[src/design/lppb_pkg.sv]
package lppb_pkg;

  // Operation codes of an input beat.
  localparam logic [2:0] OP_CLEAR  = 3'd0;
  localparam logic [2:0] OP_PARAM  = 3'd1;
  localparam logic [2:0] OP_LOAD   = 3'd2;
  localparam logic [2:0] OP_POINT  = 3'd3;
  localparam logic [2:0] OP_COMMIT = 3'd4;
  localparam logic [2:0] OP_QUERY  = 3'd5;

  // Result status codes.
  localparam logic [2:0] ST_ACK    = 3'd0;
  localparam logic [2:0] ST_IGN    = 3'd1;
  localparam logic [2:0] ST_DONE   = 3'd2;
  localparam logic [2:0] ST_BEHIND = 3'd3;
  localparam logic [2:0] ST_OUT    = 3'd4;
  localparam logic [2:0] ST_NOBOX  = 3'd5;
  localparam logic [2:0] ST_MATCH  = 3'd6;
  localparam logic [2:0] ST_BADCAM = 3'd7;

  // Camera parameter selectors that the datapath uses by name.
  localparam logic [3:0] SEL_FX     = 4'd9;
  localparam logic [3:0] SEL_FY     = 4'd10;
  localparam logic [3:0] SEL_CX     = 4'd11;
  localparam logic [3:0] SEL_CY     = 4'd12;
  localparam logic [3:0] SEL_WIDTH  = 4'd13;
  localparam logic [3:0] SEL_HEIGHT = 4'd14;
  localparam logic [3:0] SEL_BAD    = 4'd15;

  // Datapath commands issued by the controller.
  localparam logic [3:0] CMD_NONE  = 4'd0;
  localparam logic [3:0] CMD_CAP   = 4'd1;
  localparam logic [3:0] CMD_DEC   = 4'd2;
  localparam logic [3:0] CMD_CLR   = 4'd3;
  localparam logic [3:0] CMD_MARK  = 4'd4;
  localparam logic [3:0] CMD_XFORM = 4'd5;
  localparam logic [3:0] CMD_ZCHK  = 4'd6;
  localparam logic [3:0] CMD_DIV   = 4'd7;
  localparam logic [3:0] CMD_PROJ  = 4'd8;
  localparam logic [3:0] CMD_BOUND = 4'd9;
  localparam logic [3:0] CMD_SRCH  = 4'd10;
  localparam logic [3:0] CMD_MATCH = 4'd11;
  localparam logic [3:0] CMD_QRY   = 4'd12;
  localparam logic [3:0] CMD_RESP  = 4'd13;

  // Outcome of decoding a captured beat.
  localparam logic [1:0] KIND_DONE  = 2'd0;
  localparam logic [1:0] KIND_CLEAR = 2'd1;
  localparam logic [1:0] KIND_QUERY = 2'd2;
  localparam logic [1:0] KIND_POINT = 2'd3;

  typedef struct packed {
    logic        [2:0]  op;
    logic        [3:0]  param_sel;
    logic signed [31:0] param_value;
    logic        [5:0]  box_slot;
    logic        [13:0] box_left;
    logic        [13:0] box_top;
    logic        [13:0] box_right;
    logic        [13:0] box_bottom;
    logic        [11:0] point_index;
    logic signed [31:0] point_x;
    logic signed [31:0] point_y;
  } lppb_in_t;

  typedef struct packed {
    logic        [2:0]  status;
    logic signed [31:0] u_pixel;
    logic signed [31:0] v_pixel;
    logic        [5:0]  global_box;
    logic        [11:0] rank_in_box;
    logic        [12:0] box_total;
    logic        [12:0] box_offset;
    logic        [31:0] behind_total;
    logic        [31:0] outside_total;
  } lppb_out_t;

  typedef struct packed {
    logic [13:0] left;
    logic [13:0] top;
    logic [13:0] right;
    logic [13:0] bottom;
  } lppb_box_t;

  typedef struct packed {
    logic [3:0] code;
    logic [5:0] step;
  } lppb_cmd_t;

  typedef struct packed {
    logic [1:0] kind;
    logic       mark_hit;
    logic       z_pos;
    logic       outside;
    logic       srch_hit;
    logic       srch_miss;
    logic       qry_done;
    logic       clr_last;
    logic       out_free;
  } lppb_stat_t;

  // Saturate a wide signed value to 32 bits.
  function automatic logic signed [31:0] sat32(input logic signed [49:0] v);
    if (v > 50'sd2147483647) begin
      return 32'sh7fffffff;
    end else if (v < -50'sd2147483648) begin
      return 32'sh80000000;
    end else begin
      return v[31:0];
    end
  endfunction

endpackage

[src/design/lppb_ctrl.sv]
module lppb_ctrl (
  input  logic                  clk,
  input  logic                  rst_n,
  input  logic                  in_valid,
  output logic                  in_stall,
  input  lppb_pkg::lppb_stat_t  stat,
  output lppb_pkg::lppb_cmd_t   cmd
);

  localparam logic [3:0] S_INIT  = 4'd0;
  localparam logic [3:0] S_IDLE  = 4'd1;
  localparam logic [3:0] S_DEC   = 4'd2;
  localparam logic [3:0] S_CLEAR = 4'd3;
  localparam logic [3:0] S_MARK  = 4'd4;
  localparam logic [3:0] S_XFORM = 4'd5;
  localparam logic [3:0] S_ZCHK  = 4'd6;
  localparam logic [3:0] S_DIV   = 4'd7;
  localparam logic [3:0] S_PROJ  = 4'd8;
  localparam logic [3:0] S_BOUND = 4'd9;
  localparam logic [3:0] S_SRCH  = 4'd10;
  localparam logic [3:0] S_MATCH = 4'd11;
  localparam logic [3:0] S_QUERY = 4'd12;
  localparam logic [3:0] S_RESP  = 4'd13;

  localparam logic [5:0] XFORM_LAST = 6'd6;
  localparam logic [5:0] DIV_LAST   = 6'd32;
  localparam logic [5:0] PROJ_LAST  = 6'd4;

  logic [3:0] state_r, state_nxt;
  logic [5:0] cnt_r, cnt_nxt;

  assign in_stall = (state_r != S_IDLE);

  // Command for the datapath in the current state.
  always_comb begin
    cmd.step = cnt_r;
    unique case (state_r)
      S_INIT, S_CLEAR: cmd.code = lppb_pkg::CMD_CLR;
      S_IDLE:  cmd.code = in_valid ? lppb_pkg::CMD_CAP : lppb_pkg::CMD_NONE;
      S_DEC:   cmd.code = lppb_pkg::CMD_DEC;
      S_MARK:  cmd.code = lppb_pkg::CMD_MARK;
      S_XFORM: cmd.code = lppb_pkg::CMD_XFORM;
      S_ZCHK:  cmd.code = lppb_pkg::CMD_ZCHK;
      S_DIV:   cmd.code = lppb_pkg::CMD_DIV;
      S_PROJ:  cmd.code = lppb_pkg::CMD_PROJ;
      S_BOUND: cmd.code = lppb_pkg::CMD_BOUND;
      S_SRCH:  cmd.code = lppb_pkg::CMD_SRCH;
      S_MATCH: cmd.code = lppb_pkg::CMD_MATCH;
      S_QUERY: cmd.code = lppb_pkg::CMD_QRY;
      S_RESP:  cmd.code = lppb_pkg::CMD_RESP;
      default: cmd.code = lppb_pkg::CMD_NONE;
    endcase
  end

  // Next state and step counter.
  always_comb begin
    state_nxt = state_r;
    cnt_nxt   = cnt_r + 6'd1;
    unique case (state_r)
      S_INIT:  if (stat.clr_last) state_nxt = S_IDLE;
      S_IDLE:  if (in_valid) state_nxt = S_DEC;
      S_DEC: begin
        unique case (stat.kind)
          lppb_pkg::KIND_CLEAR: state_nxt = S_CLEAR;
          lppb_pkg::KIND_QUERY: state_nxt = S_QUERY;
          lppb_pkg::KIND_POINT: state_nxt = S_MARK;
          default:              state_nxt = S_RESP;
        endcase
      end
      S_CLEAR: if (stat.clr_last) state_nxt = S_RESP;
      S_MARK: begin
        cnt_nxt   = '0;
        state_nxt = stat.mark_hit ? S_RESP : S_XFORM;
      end
      S_XFORM: if (cnt_r == XFORM_LAST) state_nxt = S_ZCHK;
      S_ZCHK: begin
        cnt_nxt   = '0;
        state_nxt = stat.z_pos ? S_DIV : S_RESP;
      end
      S_DIV: begin
        if (cnt_r == DIV_LAST) begin
          cnt_nxt   = '0;
          state_nxt = S_PROJ;
        end
      end
      S_PROJ:  if (cnt_r == PROJ_LAST) state_nxt = S_BOUND;
      S_BOUND: state_nxt = stat.outside ? S_RESP : S_SRCH;
      S_SRCH: begin
        if (stat.srch_hit) begin
          state_nxt = S_MATCH;
        end else if (stat.srch_miss) begin
          state_nxt = S_RESP;
        end
      end
      S_MATCH: state_nxt = S_RESP;
      S_QUERY: if (stat.qry_done) state_nxt = S_RESP;
      S_RESP:  if (stat.out_free) state_nxt = S_IDLE;
      default: state_nxt = S_IDLE;
    endcase
  end

  // After reset the controller runs the mark clearing sweep first.
  always_ff @(posedge clk) begin
    if (!rst_n) begin
      state_r <= S_INIT;
      cnt_r   <= '0;
    end else begin
      state_r <= state_nxt;
      cnt_r   <= cnt_nxt;
    end
  end

endmodule

[config.mk]
export PLATFORM = sky130hd
export DESIGN_NAME = lppb_ctrl
export DESIGN_NICKNAME = d
export VERILOG_FILES = /design/src/design/lppb_pkg.sv /design/src/design/lppb_ctrl.sv
export SDC_FILE = /design/constraint.sdc
export NUM_CORES = 1
export LEC_CHECK = 0
export BUFFER_PORTS_ARGS = -buffer_cell sky130_fd_sc_hd__buf_2
export CAP_MARGIN = 20
export CORE_MARGIN = 2
export CORE_UTILIZATION = 54
export CTS_CLUSTER_DIAMETER = 100
export DETAILED_ROUTE_END_ITERATION = 7
export PLACE_DENSITY = 0.93
export REMOVE_ABC_BUFFERS = 1
export SLEW_MARGIN = 20
export SYNTH_ARGS = -nofsm -noshare
export SYNTH_HDL_FRONTEND = slang
export SYNTH_SLANG_ARGS = --single-unit
[constraint.sdc]
create_clock -name clk -period 2.55 [get_ports clk]
set_clock_uncertainty 0.15 [all_clocks]
set_input_delay 0.255 -clock clk [delete_from_list [all_inputs] [get_ports clk]]
set_output_delay 0.255 -clock clk [all_outputs]
set_load 0.01 [all_outputs]
==> out/metrics.yaml, run 1 <==
power.combinational.fraction: 0.580
drt-total-wl_mm: 1.81
groute.layer.met1.usage: 0.241
final_net_count: 143
chipWidth_um: 42.9
cts_tree: "yes"
hpwlAfterDp_mm: 1.36
clock_tree.root_cell: "clkbuf_4"
timing_worst_setup_path_type: "reg -> reg"
grt_antenna_before_repair: 0
total_area_of_sequential_cells_um2: 200
design.die.area_mm2: 0.00184
grt.overflow.total: 0
gp_routability_congestion: 0.780
path_clk_slew_ps: 60
post-route-drc-count: 0
worst_ir_drop_vdd_mv: 0.539
finalInstanceArea_um2: 940
initial_utilization: 0.561
count_of_distinct_cell_types_in_the_synthesized_netlist: 39
post_route_cells_drive_above_1_share: 0.248
average_cell_area_after_synthesis_um2: 7.70
critPathSlowestCell: "dfxtp_1"
die_h_um: 42.9
rsz0062_at_grt: "no"
first_pass_grt_wire_length_mm: 3.02
timing.critical_path.to_type: "flop"
drv_slew: 0
detail-route-antenna-nets: 0
power.density_mw_per_mm2: 1160
ctsLongestPathBuffers: 2
achievable-frequency_ghz: 0.480
ys_seq_elements: 10
report.final.setup_viol: 0
fill_cell_instance_count_of_the_final_layout: 135
detail_route.iter0.violations: 29
p_clk_frac: 0.098
critPathTopFamily: "flip-flops"
max-cap-violations: 0
finalHoldViolations: 0
tightestPinTransition_ps: 615
postCtsSetupRepairBufs: 0
status: "finished, final reports clean"
worstHoldPathType: "in -> reg"
slew_headroom: 0.590
min_period_over_period: 0.818
rows: 14
area_growth_syn_to_layout_pct: 15.2
fp.coreArea_mm2: 0.00145
power_report.internal_total_mw: 0.566
wire_per_inst_um: 12.8
number_of_diodes: 0
grt_util_met3: 0.0766
setup_tns_ps: 0
grt_usage: 0.218
latest_clock_arrival_within_the_worst_skew_pair_ps: 270
power_dissipated_by_switching_net_loads_mw: 0.523
cp_cell_sequence: "nand2b_1 > a2111oi_1 > a211oi_2 > nand2_2 > mux2i_1"
power_leakage_nw: 0.409
seq_area_frac_synth: 0.245
placed_cells: 138
io_pins: 24
required_ps: 2590
synth.yosys.warnings: 0
sw_frac_of_total: 0.481
crit_arrival_ps: 2130
groute.layer.met2.usage: 0.382
critical_path.startpoint_type: "flop"
maximum_number_of_pins_on_one_net_before_global_route_repair: 23
via_count: 827
cts-buffers-inserted: 3
top_usage_layer: "met2"
numPortBuffers: 23
final_core_util: 0.646
routed_via_density: 5.87
dpl_cell_area_um2: 917
cts_repair_resize_count: 0
path_buf_inv: 0
syn-cell-area_um2: 816
timing.critical_path.slowest_cell_delay_ps: 710
number_of_global_route_vias_before_repair: 747
cts_sinks: 10
layout.cells.non_filler: 141
worst-path-max-fanout: 22
multi_input_area_um2: 563
seq_power_share: 0.322
postCtsHoldBufs: 0
h_tree_level_count: 1
netlist_instances: 106
detailedRoute.firstPassIterationCount: 4
timing.final.crit_period_ps: 2090
==> cells in the mapped netlist, drive strengths merged <==
cell type   n  area [µm²]
or3         2        12.5
buf         4        22.5
clkbuf      3        11.3
o21bai      1        7.51
or3b        2        17.5
a22oi       2        28.8
a221oi      1        8.76
nand2      14        55.1
xnor2       2        17.5
a211oi      1        12.5
o22ai       2        12.5
a2111oi     1        10.0
inv         5        18.8
ha          3        37.5
nand2b      4        25.0
a32o        1        10.0
nor3        2        10.0
nor2        9        33.8
a21oi       3        15.0
mux2i       2        20.0
nand4b      1        8.76
nand3       6        30.0
a21o        4        30.0
and3        1        6.26
and2        1        6.26
dfxtp      10         200
o31a        1        10.0
nor4b       1        23.8
or4b        1        10.0
a31oi       1        6.26
nor2b       2        12.5
o311ai      2        17.5
o21ai       7        35.0
a21boi      2        15.0
xor2        2        17.5
==> final timing paths <==
kind / from / to / slack, ps / cells after the start
hold reg to reg: cnt_r[0] / cnt_r[0] / 330 / 1
setup / recovery: state_r[3] / state_r[0] / 460 / 5
hold / removal: rst_n / state_r[2] / 160 / 3
setup reg to reg: state_r[3] / state_r[0] / 460 / 5
==> state kept, by name, summed over array words and instances, names as in the netlist <==
name	count
cnt_r	6
state_r	4
==> cell usage in the layout (no fill, tap or decap), types with 2 or more instances in the layout <==
cell,Yosys,final
buf_2,3,23
nand2_1,13,13
dfxtp_1,10,10
nor2_1,9,9
nand3_1,6,6
inv_1,5,5
o21ai_0,5,5
a21o_1,4,4
nand2b_1,4,4
a21oi_1,3,3
ha_1,3,3
clkbuf_4,0,3
a21boi_0,2,2
nor3_1,2,2
nor2b_1,2,2
o21ai_1,2,2
xnor2_1,2,2
o311ai_0,2,2
or3_1,2,2
or3b_1,2,2
mux2i_1,2,2
xor2_1,2,2
o22ai_1,2,2
==> power groups by stage <==
stage	sequential, mW	combinational, mW	clock (mW)
2_1_floorplan	0.318	0.474	0
3_3_place_gp	0.344	0.609	0
3_5_place_dp	0.349	0.632	0
4_1_cts	0.346	0.634	0.110
5_1_grt	0.369	0.705	0.118
6_report	0.350	0.632	0.107
==> final cells by class <==
type	instances	area share
repair buffers	23	0.123
multi-input cells	84	0.599
clock buffers	3	0.0240
flip-flops and latches	10	0.213
inverters	5	0.0200
well taps	16	0.0213
==> per-stage QoR <==
step,hold WS (ps),power (mW),setup slack (ps)
floorplan,244,0.792,783
global placement,303,0.953,639
detailed placement,309,0.981,513
CTS,166,1.09,504
global route,171,1.19,307
finish,163,1.09,465
==> metal layers <==
metal | wire length, µm | up-vias | share of wire
li1 | - | 413 | -
met1 | 746 | 389 | 0.41
met2 | 946 | 22 | 0.52
met3 | 104 | 3 | 0.057
met4 | 12 | 0 | 0.0066
met5 | 0 | - | 0
==> worst reg2reg max path, cell delays in order (launching register included) <==
cell       delay (ps)
dfxtp_1           710
nand2b_1          160
a2111oi_1         540
a211oi_2          140
nand2_2           130
mux2i_1           190
==> cells by family (layout without fill, tap and decap cells) <==
logic type	count (synthesis)	count (layout)	share of synthesized area
buffers and inverters	12	31	0.0644
XOR/XNOR	4	4	0.0430
AND/OR/NAND/NOR	46	46	0.308
AO/OA/AOI/OAI	29	29	0.268
adder cells (fa/ha/maj)	3	3	0.0460
flip-flops	10	10	0.245
multiplexers	2	2	0.0245
Power figures use the tool's default switching activity.
==> inputs of run 2 (changes only) <==
- CORE_ASPECT_RATIO: unset -> 0.8
- CORE_UTILIZATION: 54 -> 45
- PLACE_DENSITY: 0.93 -> 0.84
- clock period: 2.55 -> 1.83 ns (I/O delays scaled with it)
==> run 2 against run 1 <==
  * Critical path type unchanged
  * Global-route usage down 4.0 points
  * Wire length is 26% higher
  * Worst setup slack worse by 530 ps
  * Combinational power is 110% higher
  * Non-clock buffer count up 12
  * The flow now finishes with violations (negative setup slack)
  * Flip-flop and latch count unchanged
  * Maximum frequency increased by 10%
  * Power increased by 79%
  * Critical endpoint unchanged
  * Critical path depth unchanged
  * Die area increased by 18%
  * Sequential power grew 14%
==> out/metrics.yaml, run 2 (same netlist as run 1, synthesis figures left out) <==
setup_tns_ps: -185  # -185 ps
power.density_mw_per_mm2: 1740  # +50%
wire_per_inst_um: 14.3  # +11%
fin_total_pwr_mw: 1.95  # +79%
finalInstanceArea_mm2: 0.00112  # +19%
rr_endpoint: "state_r[0]"
final_net_count: 155  # +8.4%
number_of_diodes: 0  # unchanged
timing.critical_path.to_type: "flop"
status: "finished with violations"
final_core_util: 0.675  # +0.0287
reg2reg_setup_slack_ps: -60  # -530 ps
report.final.setup_viol: 3  # +3
largest_register_ff_count: 6  # unchanged
chipWidth_um: 51.6  # +20%
cts_tree: "yes"
startpoint_of_the_most_critical_hold_path: "rst_n"
reg_top3: "cnt_r (6), state_r (4)"
routed_via_density: 5.59  # -4.6%
hold-path-endpoint: "state_r[3]"
rsz0062_at_grt: "yes"
number_of_global_route_vias_before_repair: 679  # -9.1%
post-route-drc-count: 0  # unchanged
seq_power_share: 0.205  # -0.117
violations: "negative setup slack"
worst_ir_drop_vdd_mv: 0.965  # +79%
design.die.area_mm2: 0.00217  # +18%
beginning_of_the_worst_register_to_register_path: "cnt_r[3]"
layout.cells.non_filler: 160  # +13%
hpwlAfterDp_mm: 1.54  # +14%
die_h_um: 42.1  # -1.8%
required_ps: 1850  # -740 ps
min_period_over_period: 1.04  # +0.218
path_clk_slew_ps: 70  # about the same
numPortBuffers: 23  # unchanged
post_route_cells_drive_above_1_share: 0.406  # +0.158
placed_cells: 153  # +11%
ctsLongestPathBuffers: 2  # unchanged
tightestPinTransition_ps: 440  # -175 ps
most-common-layout-cells: "buf_2 (23), nand2_1 (12), buf_4 (11)"
achievable-frequency_ghz: 0.528  # +10%
first_pass_grt_wire_length_mm: 2.98  # -1.4%
power.combinational.fraction: 0.687  # +0.107
max-cap-violations: 0  # unchanged
postLayoutSetupSlackWorst_ps: -64.9  # -530 ps
postCtsHoldBufs: 0  # unchanged
timing.critical_path.slowest_cell_delay_ps: 400  # -310 ps
fin_hold_ws_ps: 86.9  # -75.9 ps
critPathSlowestCell: "nor4b_4"
detail-route-antenna-nets: 0  # unchanged
gp_routability_congestion: 0.807  # +3.5%
depth_of_the_worst_register_to_register_path: 5  # unchanged
slew_headroom: 0.703  # +0.113
fp.coreArea_mm2: 0.00166  # +14%
area_growth_syn_to_layout_pct: 37.3
drv_slew: 0  # unchanged
regMostFlops: "cnt_r"
drt-total-wl_mm: 2.28  # +26%
io_pins: 24  # unchanged
sw_frac_of_total: 0.462  # -0.0183
clock_tree.root_cell: "clkbuf_4"
power_leakage_nw: 0.491  # +20%
timing_worst_setup_path_type: "reg -> reg"
p_clk_frac: 0.108  # +0.010
holdPathStages: 3  # unchanged
power_dissipated_by_switching_net_loads_mw: 0.902  # +72%
finalHoldViolations: 0  # unchanged
critical_path.startpoint_type: "flop"
initial_utilization: 0.492  # -0.0694
maximum_number_of_pins_on_one_net_before_global_route_repair: 13  # -43%
grt_antenna_before_repair: 0  # unchanged
latest_clock_arrival_within_the_worst_skew_pair_ps: 280  # about the same
grt_usage: 0.178  # -0.0399
place_ws_ps: 43.7  # -469 ps
timing.final.crit_period_ps: 1890  # -190 ps
most_common_cell_after_layout_fill_and_taps_aside: "buf_2"
worstHoldPathType: "in -> reg"
crit_arrival_ps: 1910  # -220 ps
cts_sinks: 10  # unchanged
rows: 13  # -1
h_tree_level_count: 1  # unchanged
grt.overflow.total: 0  # unchanged
dpl_cell_area_um2: 992  # +8.2%
power_report.internal_total_mw: 1.05  # +86%
detailedRoute.firstPassIterationCount: 4  # unchanged
detail_route.iter0.violations: 48  # +66%
cts-buffers-inserted: 3  # unchanged
worst-path-max-fanout: 6  # -73%
via_count: 895  # +8.2%
cp_cell_sequence: "nor4b_4 > a31oi_1 > a211oi_4 > nand2_2 > mux2i_1"
==> run 2: changes by cell type in the layout (fill, tap and decap cells not counted), moves of 2 or more <==
cell | previous run | this run
dfxtp_1 | 10 | 6
inv_2 | 0 | 2
buf_4 | 0 | 11
inv_1 | 5 | 3
dfxtp_2 | 0 | 3
==> run 2: how the worst max path moves through the flow <==
stage / from / endpoint / slack, ps / cells past startpoint
2_1_floorplan: state_r[3] / state_r[3] / 60 / 5
3_3_place_gp: state_r[3] / state_r[3] / 90 / 6
3_5_place_dp: state_r[3] / state_r[0] / 40 / 6
4_1_cts: state_r[0] / cmd[6] / 10 / 5
5_1_grt: cnt_r[3] / state_r[1] / -170 / 5
6_report: cnt_r[3] / state_r[0] / -60 / 5
==> run 2: critical path, delay by kind of cell (launching register included) <==
family	cells	cell delay, ps
AOI/OAI and AO/OA	2	590
and+or+nand+nor	2	520
DFF	1	390
muxes	1	130
==> run 2: what timing repair did <==
action                     CTS  global route
gates resized for setup      3            15
pin swaps                    0             5
setup buffers                0             4
setup endpoints to repair    1             4
==> run 2: area by class of cell <==
cell class	instances	area, µm²
repair buffers	35	213
inverters	5	18.8
fillers	139	539
multi-input cells	84	617
well taps	22	27.5
clock buffers	4	36.3
flip-flops and latches	10	208
==> run 2: per-layer routing <==
layer / up-vias / GRT usage / wire length (µm)
met3: 8 / 0.0429 / 184
li1: 445 / - / -
met1: 395 / 0.262 / 949
met2: 47 / 0.264 / 1090
met5: - / 0 / 0
met4: 0 / 0.0316 / 61
==> run 2: power groups by stage <==
stage | sequential, mW | clock, mW | combinational (mW)
after CTS | 0.371 | 0.208 | 1.17
final | 0.399 | 0.211 | 1.34
after detailed placement | 0.372 | 0 | 1.13
after floorplan | 0.443 | 0 | 0.660
after global placement | 0.369 | 0 | 1.10
after global routing | 0.410 | 0.220 | 1.46
